`src/sgr_pkg.sv`:
```
// ----------------------------------------------------------------------------
// sgr_pkg: shared types and constants of the supercover grid raycast core
// Holds the map geometry, the item and register layout, the controller
// states and the command and status words between controller and datapath.
// ----------------------------------------------------------------------------
package sgr_pkg;

  localparam int GRID_SIDE = 64;
  localparam int LAYERS    = 4;
  localparam int COORD_W   = 6;
  localparam int LAYER_W   = 2;
  localparam int ROWS      = LAYERS * GRID_SIDE;
  localparam int ROW_W     = $clog2(ROWS);

  // Last column or row of the stored grid.
  localparam logic [COORD_W-1:0] COORD_MAX = COORD_W'(GRID_SIDE - 1);

  // Holds (2n+1)*d for n, d up to the grid side.
  localparam int PROD_W = 14;

  localparam int IN_DATA_W  = 32;
  localparam int OUT_DATA_W = 16;

  localparam int CFG_IDX_W  = 2;
  localparam int CFG_DATA_W = 7;
  localparam int LCNT_W     = 3;

  localparam logic [CFG_IDX_W-1:0] CFG_MAP_WIDTH   = 2'd0;
  localparam logic [CFG_IDX_W-1:0] CFG_MAP_HEIGHT  = 2'd1;
  localparam logic [CFG_IDX_W-1:0] CFG_LAYER_COUNT = 2'd2;

  localparam logic MODE_WRITE = 1'b0;

  typedef struct packed {
    logic               mode;
    logic [LAYER_W-1:0] layer;
    logic [COORD_W-1:0] start_x;
    logic [COORD_W-1:0] start_y;
    logic [COORD_W-1:0] end_x;
    logic [COORD_W-1:0] end_y;
    logic               tile_value;
  } item_t;

  typedef enum logic [2:0] {
    ST_CLEAR,
    ST_IDLE,
    ST_LOAD,
    ST_WR_MOD,
    ST_TEST,
    ST_SIDE_H,
    ST_SIDE_V,
    ST_DONE
  } state_t;

  typedef enum logic [1:0] {
    ASEL_CUR,
    ASEL_NEXT,
    ASEL_SIDE_H,
    ASEL_SIDE_V
  } addr_sel_t;

  typedef enum logic [2:0] {
    RES_NONE,
    RES_INVALID,
    RES_PLAIN,
    RES_HIT_CUR,
    RES_HIT_H,
    RES_HIT_V
  } res_kind_t;

  typedef struct packed {
    logic      load;
    logic      clr;
    logic      wr_tile;
    logic      step;
    logic      out_load;
    addr_sel_t addr_sel;
    res_kind_t res_kind;
  } ctrl_cmd_t;

  typedef struct packed {
    logic clr_last;
    logic item_write;
    logic item_ok;
    logic cur_hit;
    logic at_end;
    logic corner;
    logic out_free;
  } dp_stat_t;

endpackage

```
`src/sgr_ctrl.sv`:
```
// ----------------------------------------------------------------------------
// sgr_ctrl: controller of the supercover grid raycast core
// Sequences the bitmap clear, tile writes and the cell-by-cell ray walk.
// ----------------------------------------------------------------------------
module sgr_ctrl (
  input  logic                clk,
  input  logic                rst,
  input  logic                in_valid,
  output logic                in_ready,
  input  sgr_pkg::dp_stat_t   stat,
  output sgr_pkg::ctrl_cmd_t  cmd,
  output sgr_pkg::state_t     state
);

  sgr_pkg::state_t state_next;

  always_ff @(posedge clk) begin
    if (rst) begin
      state <= sgr_pkg::ST_CLEAR;
    end else begin
      state <= state_next;
    end
  end

  always_comb begin
    state_next = state;
    case (state)
      sgr_pkg::ST_CLEAR: begin
        if (stat.clr_last) state_next = sgr_pkg::ST_IDLE;
      end
      sgr_pkg::ST_IDLE: begin
        if (in_valid) state_next = sgr_pkg::ST_LOAD;
      end
      sgr_pkg::ST_LOAD: begin
        if (!stat.item_ok) begin
          state_next = sgr_pkg::ST_DONE;
        end else if (stat.item_write) begin
          state_next = sgr_pkg::ST_WR_MOD;
        end else begin
          state_next = sgr_pkg::ST_TEST;
        end
      end
      sgr_pkg::ST_WR_MOD: state_next = sgr_pkg::ST_DONE;
      sgr_pkg::ST_TEST: begin
        if (stat.cur_hit || stat.at_end) begin
          state_next = sgr_pkg::ST_DONE;
        end else if (stat.corner) begin
          state_next = sgr_pkg::ST_SIDE_H;
        end
      end
      sgr_pkg::ST_SIDE_H: begin
        state_next = stat.cur_hit ? sgr_pkg::ST_DONE : sgr_pkg::ST_SIDE_V;
      end
      sgr_pkg::ST_SIDE_V: begin
        state_next = stat.cur_hit ? sgr_pkg::ST_DONE : sgr_pkg::ST_TEST;
      end
      sgr_pkg::ST_DONE: begin
        if (stat.out_free) state_next = sgr_pkg::ST_IDLE;
      end
      default: state_next = sgr_pkg::ST_CLEAR;
    endcase
  end

  always_comb begin
    in_ready     = 1'b0;
    cmd          = '0;
    cmd.addr_sel = sgr_pkg::ASEL_CUR;
    cmd.res_kind = sgr_pkg::RES_NONE;
    case (state)
      sgr_pkg::ST_CLEAR: cmd.clr = 1'b1;
      sgr_pkg::ST_IDLE: begin
        in_ready = 1'b1;
        cmd.load = in_valid;
      end
      sgr_pkg::ST_LOAD: begin
        if (!stat.item_ok) cmd.res_kind = sgr_pkg::RES_INVALID;
      end
      sgr_pkg::ST_WR_MOD: begin
        cmd.wr_tile  = 1'b1;
        cmd.res_kind = sgr_pkg::RES_PLAIN;
      end
      sgr_pkg::ST_TEST: begin
        if (stat.cur_hit) begin
          cmd.res_kind = sgr_pkg::RES_HIT_CUR;
        end else if (stat.at_end) begin
          cmd.res_kind = sgr_pkg::RES_PLAIN;
        end else if (stat.corner) begin
          cmd.addr_sel = sgr_pkg::ASEL_SIDE_H;
        end else begin
          cmd.step     = 1'b1;
          cmd.addr_sel = sgr_pkg::ASEL_NEXT;
        end
      end
      sgr_pkg::ST_SIDE_H: begin
        if (stat.cur_hit) begin
          cmd.res_kind = sgr_pkg::RES_HIT_H;
        end else begin
          cmd.addr_sel = sgr_pkg::ASEL_SIDE_V;
        end
      end
      sgr_pkg::ST_SIDE_V: begin
        if (stat.cur_hit) begin
          cmd.res_kind = sgr_pkg::RES_HIT_V;
        end else begin
          // Both side cells are free, so take the diagonal step.
          cmd.step     = 1'b1;
          cmd.addr_sel = sgr_pkg::ASEL_NEXT;
        end
      end
      sgr_pkg::ST_DONE: cmd.out_load = stat.out_free;
      default: cmd = '0;
    endcase
  end

endmodule

```
`config.mk`:
```
export PLATFORM = sky130hd
export DESIGN_NAME = sgr_ctrl
export DESIGN_NICKNAME = d
export VERILOG_FILES = /design/src/sgr_pkg.sv /design/src/sgr_ctrl.sv
export SDC_FILE = /design/constraint.sdc
export NUM_CORES = 1
export LEC_CHECK = 0
export BUFFER_PORTS_ARGS = -buffer_cell sky130_fd_sc_hd__buf_2
export CORE_AREA = 2 2 39 41
export CTS_CLUSTER_SIZE = 16
export DETAILED_ROUTE_END_ITERATION = 16
export DIE_AREA = 0 0 41 43
export GPL_ROUTABILITY_DRIVEN = 0
export HOLD_SLACK_MARGIN = 0.1
export SLEW_MARGIN = 20
export SYNTH_ARGS = -nofsm -noshare
export SYNTH_HDL_FRONTEND = slang
export SYNTH_SLANG_ARGS = --single-unit
```
`constraint.sdc`:
```
create_clock -name clk -period 1.47 [get_ports clk]
set_clock_uncertainty 0.2 [all_clocks]
set_input_delay 0.0735 -clock clk [delete_from_list [all_inputs] [get_ports clk]]
set_output_delay 0.0735 -clock clk [all_outputs]
set_load 0.02 [all_outputs]
```
==> results.cfg, run 1 <==
[run]
maxCapViolCount = 0

[setup_path]
worstPathCellList = or3b_1 -> a21oi_2 -> buf_4
cp-end-kind = output pin
rr_startpoint = state[1]
critPathSlowestCell = dfxtp_4
critPathKind = reg -> out
critPathLaunch = state[1]
critPathBufInv = 1
worstReg2RegEnd = state[1]
cpPeakStageDelay_ps = 360
worstPathMaxFanout = 5
crit_end = cmd[0]
rrSetupSlack_ps = 0
crit_required_ps = 1200
worstPathArrival_ps = 1220
worstSetupPathDepth = 3
cp_top_family = flip-flops
worstRegToRegCells = 6
start_kind = register

[layout]
drive_gt1_frac = 0.645
largest_register_ffs = 3
final_cells = 109
top_register = state
top_regs = state x3
postLayoutCellArea_um2 = 802
n_antenna_cell = 0
fin_util = 0.580
syn_to_final_growth_pct = 137
nets = 104

[route]
wl_per_cell_um = 11.9
dr.pass1.iters = 3
drc_errors = 0
ant_nets = 0
routed_wl_um = 1290
vias_per_cell = 4.79
vias = 522
drt-initial-drc-count = 3

[power_and_ir_drop]
seq_power_share = 0.223
ir_worst_vdd_uv = 322
p_leak_nw = 0.370
pwr-share-comb = 0.418
power.share.clock = 0.359
p_switching_mw = 0.136
p_int_mw = 0.271
switching_share = 0.334
power_density_nw_per_um2 = 508

[grt]
grt_pass1_wl_um = 2040
grt_util_all_layers = 0.166
grt_max_degree = 10
grt_overflow = 0
grt_pass1_vias = 532
antenna_found_initial = 0

[synth]
synth_fp_nets = 61
yosysTopAreaCell = dfxtp_1
synthesis.area_um2 = 339
postSynthAreaPerCell_um2 = 6.65
synth_top_area_frac = 0.177
synth_warnings = 0
synth_cell_types = 23
synth_area_leaders = dfxtp_1, nand2_1, nor3_1
synthCells = 51
ys_ff_latch = 3
ys_seq_area_frac = 0.177

[clock_tree]
clock_path_buffers = 2
clkTransAtPathRegs_ps = 40
cts.sink_count = 3
root_buffer = clkbuf_4
h-tree-depth = 1
cts_tree = done
clock_latency_ps = 230
cts_made_buffers = 3

[timing]
whs_ps = 236
min_period_ps = 1490
fin_crit_sh = 1.01
fin_ws_ps = -21.1
setup-violations-final = 3
final-hold-violation-count = 0
timing.fmax_mhz = 671
slew_viol_final = 0
slew_headroom = 0.829
rsz0062_at_grt = true
worst_pin_slew_ps = 256

[placement]
post-place-ws_ps = 39.4
io_buffers = 23
dpl.hpwl_um = 870
dp.cells = 94
place_area_um2 = 546

[status]
status = finished, violations left
violations = negative setup slack

[floorplan]
die_h_um = 43
die_x_um = 41
core.rowCount = 14
core-area_um2 = 1380
start_util = 0.245
die-area_um2 = 1760
num_io_pins = 24

[min_path]
min_path_type = in -> reg
[kinds of logic (layout without fill, tap and decap cells)]
logic type / count (synthesis) / in the layout / synth area share
AO/OA/AOI/OAI: 10 / 10 / 0.210
flip-flops: 3 / 3 / 0.177
XOR/XNOR: 1 / 1 / 0.0258
AND/OR/NAND/NOR: 31 / 31 / 0.483
buffers and inverters: 6 / 48 / 0.103
[power by group through the flow]
stage / Combinational, mW / Clock, mW / Sequential, mW
final: 0.170 / 0.146 / 0.0910
after global routing: 0.185 / 0.164 / 0.0914
after floorplan: 0.0708 / 0 / 0.0987
after global placement: 0.121 / 0 / 0.0941
after detailed placement: 0.122 / 0 / 0.0945
after CTS: 0.153 / 0.152 / 0.0914
[Yosys cell counts, drive strengths merged]
master	n
nor2	6
nor3b	3
buf	3
o22ai	1
and2	1
nor2b	1
o21ai	2
a21oi	3
a221oi	1
or3b	1
nand3b	1
nand3	2
nor3	5
dfxtp	3
xnor2	1
nor4bb	1
nand2b	3
nand2	7
a21boi	1
inv	3
o32ai	2
[layer usage]
metal | GRT usage | wire (um) | up-vias
li1 | - | - | 265
met2 | 0.284 | 682 | 17
met4 | 0.0600 | 0 | 0
met1 | 0.189 | 549 | 240
met3 | 0.0366 | 62 | 0
met5 | 0 | 0 | -
[stage by stage]
stage	power (mW)	TNS (ps)
final	0.407	-34.1
after global routing	0.441	-393
after CTS	0.397	-61.2
after detailed placement	0.217	0
after global placement	0.215	0
after floorplan	0.169	-71.8
[worst reg2reg max path: stages (launching register included)]
cell	delay, ps
dfxtp_4	350
buf_4	150
nand2_2	90
o32ai_4	90
buf_4	140
nor3b_1	210
o32ai_1	110
[area by class of cell]
cell class	count	area, um^2
Clock buffer	4	26.3
Fill cell	125	582
Inverter	3	11.3
Multi-Input combinational cell	42	360
Sequential cell	3	71.3
Tap cell	16	20.0
Timing Repair Buffer	41	313
[worst min-delay path by stage]
stage,start,endpoint,slack (ps),cells past startpoint
after floorplan,rst,state[2],-50,1
after global placement,rst,state[2],90,2
after detailed placement,rst,state[2],90,2
final,stat[4],state[0],240,5
after CTS,stat[1],state[0],220,4
after global routing,stat[4],state[0],250,5
[cell usage in the layout (no fill, tap or decap), drive strengths merged, types with 2 or more instances in the layout]
| cell type | n |
|---|---|
| clkbuf | 4 |
| inv | 3 |
| o32ai | 2 |
| nand3 | 2 |
| nand2b | 3 |
| nand2 | 7 |
| dfxtp | 3 |
| buf | 34 |
| dlygate4sd3 | 7 |
| o21ai | 2 |
| nor2 | 6 |
| nor3b | 3 |
| a21oi | 3 |
| nor3 | 5 |
[repair_timing]
action	in CTS	in global routing
gates cloned	0	0
endpoints found under the setup margin	8	11
buffers inserted	4	0
hold buffers	7	0
endpoints found under the hold margin	3	0
gates resized for setup	17	17
pin swaps	3	2
Note: power is estimated with default switching activity, not from simulation.
==> inputs of run 2 (changes only) <==
--- a/config.mk
+++ b/config.mk
@@ -7,11 +7,13 @@
 export LEC_CHECK = 0
 export BUFFER_PORTS_ARGS = -buffer_cell sky130_fd_sc_hd__buf_2
 export CORE_AREA = 2 2 39 41
+export CTS_BUF_LIST = sky130_fd_sc_hd__clkbuf_4 sky130_fd_sc_hd__clkbuf_8
 export CTS_CLUSTER_SIZE = 16
 export DETAILED_ROUTE_END_ITERATION = 16
 export DIE_AREA = 0 0 41 43
 export GPL_ROUTABILITY_DRIVEN = 0
 export HOLD_SLACK_MARGIN = 0.1
+export SKIP_CTS_REPAIR_TIMING = 1
 export SLEW_MARGIN = 20
 export SYNTH_ARGS = -nofsm -noshare
 export SYNTH_HDL_FRONTEND = slang
==> results.cfg, run 2 (synthesis results as in run 1) <==
[clock_tree]
root_buffer = clkbuf_4
clock_latency_ps = 240
h-tree-depth = 1
cts.sink_count = 3
cts_tree = done
clock_path_buffers = 2
cts_made_buffers = 3
clkTransAtPathRegs_ps = 40

[layout]
nets = 103
final_cells = 108
seq_area_um2 = 68.8
fill_cells = 136
n_antenna_cell = 0
top_regs = state x3
layout_commonest_cell = buf_4
final_cell_mix = buf_4, buf_2, nand2_1, dlygate4sd3_1
syn_to_final_growth_pct = 127
largest_register_ffs = 3
top_register = state
multi_input_area_um2 = 345
drive_gt1_frac = 0.641

[floorplan]
core.rowCount = 14
die-area_um2 = 1760
core-area_um2 = 1380
die_x_um = 41
die_h_um = 43
start_util = 0.245
num_io_pins = 24

[timing]
setup_tns_ps = -200
worst_pin_slew_ps = 258
setup-violations-final = 5
whs_ps = 73.5
min_period_ps = 1540
rsz0062_at_grt = true
fin_ws_ps = -69.6
fin_crit_sh = 1.05
final-hold-violation-count = 0
timing.fmax_mhz = 650
slew_viol_final = 0
slew_headroom = 0.825

[route]
routed_wl_um = 1250
wl_per_cell_um = 11.5
dr.pass1.iters = 4
vias = 526
drc_errors = 0
drt-initial-drc-count = 1
vias_per_cell = 4.87
ant_nets = 0

[setup_path]
cp-end-kind = output pin
worstPathArrival_ps = 1270
worstPathMaxFanout = 6
start_kind = register
crit_required_ps = 1200
critPathKind = reg -> out

[grt]
antenna_found_initial = 0
grt_pass1_wl_um = 1750
grt_max_degree = 11
grt_overflow = 0
grt_util_all_layers = 0.147
grt_pass1_vias = 443

[status]
status = finished, violations left
violations = negative setup slack

[power_and_ir_drop]
p_leak_nw = 0.368
power_density_nw_per_um2 = 545
ir_worst_vdd_uv = 344
power_mw = 0.419

[placement]
io_buffers = 23
dp.cells = 94
dpl.hpwl_um = 870

[min_path]
min_path_type = in -> reg

[run]
maxCapViolCount = 0
==> run 2: cell types whose count changed in the layout (fill, tap and decap cells not counted), moves of 2 or more <==
cell and change:
nand2_1 +2, nor3_4 -2, nand2_2 -2, buf_6 -3
nor3_2 +2, buf_4 +4
==> run 2: worst max-delay path: stages (launching register included) <==
cell,delay (ps)
dfxtp_4,370
nor3b_1,190
buf_4,150
nand2_1,60
o21ai_1,90
buf_4,160
==> run 2: per-stage QoR <==
stage                     cell area (um^2)  setup WS, ps   util
after global placement                 546          64.8  0.394
after detailed placement               546          39.4  0.394
after CTS                              576          -206  0.416
after floorplan                        382         -37.4      -
final                                  769         -69.6  0.556
after global routing                   769          -128  0.556
==> run 2: final cells by class <==
type | instances | area share
well taps | 16 | 0.0260
clock buffers | 4 | 0.0390
repair buffers | 40 | 0.382
flip-flops and latches | 3 | 0.0894
inverters | 3 | 0.0146
multi-input cells | 42 | 0.449
==> run 2: per-layer routing <==
layer / vias up / track usage / share of wire
li1: 263 / - / -
met1: 246 / 0.170 / 0.42
met2: 17 / 0.222 / 0.52
met3: 0 / 0.0576 / 0.057
met4: 0 / 0.0800 / 0
met5: - / 0 / 0
==> run 2: worst paths after layout <==
| path | startpoint | endpoint | slack [ps] | depth (start not counted) |
|---|---|---|---|---|
| setup / recovery | state[2] | cmd[3] | -70 | 5 |
| hold / removal | stat[5] | state[2] | 70 | 4 |
| setup reg to reg | state[2] | state[1] | -10 | 6 |
| hold reg to reg | state[0] | state[1] | 520 | 3 |
==> run 2: report_power, final <==
part / total (mW) / leakage, nW / switching [mW] / internal [mW]
Clock: 0.167 / 0.0184 / 0.0466 / 0.120
Sequential: 0.0911 / 0.0263 / 0.00717 / 0.0840
Combinational: 0.161 / 0.323 / 0.0788 / 0.0821
==> inputs of run 3 (changes only) <==
--- a/config.mk
+++ b/config.mk
@@ -13,6 +13,7 @@
 export DIE_AREA = 0 0 41 43
 export GPL_ROUTABILITY_DRIVEN = 0
 export HOLD_SLACK_MARGIN = 0.1
+export PLACE_DENSITY_LB_ADDON = 0.1
 export SKIP_CTS_REPAIR_TIMING = 1
 export SLEW_MARGIN = 20
 export SYNTH_ARGS = -nofsm -noshare
==> results.cfg, run 3 (synthesis results as in run 1) <==
[grt]
grt_max_degree = 14
grt_pass1_vias = 386
grt_overflow = 0
met1_usage = 0.170
grt_use_met2 = 0.178
antenna_found_initial = 0
grt.met3_usage = 0.0314
busiest_layer = met2
grt_pass1_wl_um = 1560
grt_util_all_layers = 0.129

[timing]
setup-violations-final = 4
fin_ws_ps = -99.8
rsz0062_at_grt = true
whs_ps = 84.6
slew_viol_final = 0
timing.fmax_mhz = 637
worst_pin_slew_ps = 293
fin_crit_sh = 1.07
min_period_ps = 1570
slew_headroom = 0.802
final-hold-violation-count = 0

[setup_path]
critPathSlowestCell = or3b_4
crit_required_ps = 1200
rrSetupSlack_ps = 60
worstPathCellList = buf_6 -> or3b_4 -> a21oi_2 -> buf_4
cp-end-kind = output pin
cpPeakStageDelay_ps = 360
critPathBufInv = 2
critPathKind = reg -> out
worstReg2RegEnd = state[1]
worstRegToRegCells = 5
worstPathMaxFanout = 6
worstPathArrival_ps = 1300
start_kind = register
rr_startpoint = state[2]
cp_top_family = simple AND/OR/NAND/NOR gates

[layout]
n_antenna_cell = 0
fill_cells = 144
layout_commonest_cell = buf_2
seq_area_um2 = 65.1
final_cells = 106
final_cell_mix = buf_2, buf_4, nand2_1, nor2_1, dlygate4sd3_1
nets = 101
largest_register_ffs = 3
drive_gt1_frac = 0.544
multi_input_area_um2 = 297
fin_util = 0.493
syn_to_final_growth_pct = 101
postLayoutCellArea_um2 = 682
top_regs = state x3
top_register = state

[clock_tree]
clock_path_buffers = 2
cts_tree = done
root_buffer = clkbuf_4
clock_latency_ps = 230
clkTransAtPathRegs_ps = 40
cts_made_buffers = 3
cts.sink_count = 3
h-tree-depth = 1

[placement]
dp.cells = 95
place_area_um2 = 553
io_buffers = 23
dpl.hpwl_um = 830

[status]
violations = negative setup slack
status = finished, violations left

[floorplan]
start_util = 0.245
core-area_um2 = 1380
core.rowCount = 14
die-area_um2 = 1760
num_io_pins = 24
die_h_um = 43
die_x_um = 41

[route]
drc_errors = 0
dr.pass1.iters = 2
drt-initial-drc-count = 3
vias = 489
ant_nets = 0
routed_wl_um = 1100
vias_per_cell = 4.61
wl_per_cell_um = 10.4

[min_path]
holdPathEnd = state[2]
hold_depth = 4
min_path_type = in -> reg
min-delay-start = stat[5]

[run]
maxCapViolCount = 0

[power_and_ir_drop]
power_density_nw_per_um2 = 581
p_leak_nw = 0.337
ir_worst_vdd_uv = 232
power_mw = 0.396
[run 3: per-stage QoR]
| stage | setup TNS (ps) | setup WS [ps] |
|---|---|---|
| 3_3_place_gp | 0 | 59.8 |
| 6_report | -268 | -99.8 |
| 4_1_cts | -530 | -190 |
| 3_5_place_dp | 0 | 54.5 |
| 2_1_floorplan | -71.8 | -37.4 |
| 5_1_grt | -500 | -134 |
[run 3: report_power, final]
group	switching [mW]	internal [mW]	total (mW)
combinational	0.0734	0.0705	0.144
clock	0.0417	0.120	0.162
sequential	0.00544	0.0849	0.0903
total	0.121	0.275	0.396
[run 3: tightest hold or removal path, delay by kind of cell]
family,cells,cell delay (ps)
buffers and inverters,1,100
and+or+nand+nor,2,130
AOI/OAI and AO/OA,1,160
[run 3: area by class of cell]
type	count	area share
clock buffers	4	0.0440
inverters	3	0.0165
flip-flops and latches	3	0.0954
repair buffers	38	0.380
well taps	16	0.0294
multi-input cells	42	0.435
[run 3: worst max-delay path by stage]
stage,to,slack (ps),from,cells after the start
after floorplan,state[1],-40,state[0],5
after global placement,cmd[0],60,state[2],4
after detailed placement,state[1],50,state[1],4
after CTS,cmd[0],-190,state[2],4
after global routing,cmd[0],-130,state[2],4
final,cmd[0],-100,state[2],4
[run 3: layer usage]
metal	part of all wire	vias to the layer above
met4	0	0
li1	-	257
met5	0	-
met2	0.50	15
met1	0.45	217
met3	0.051	0
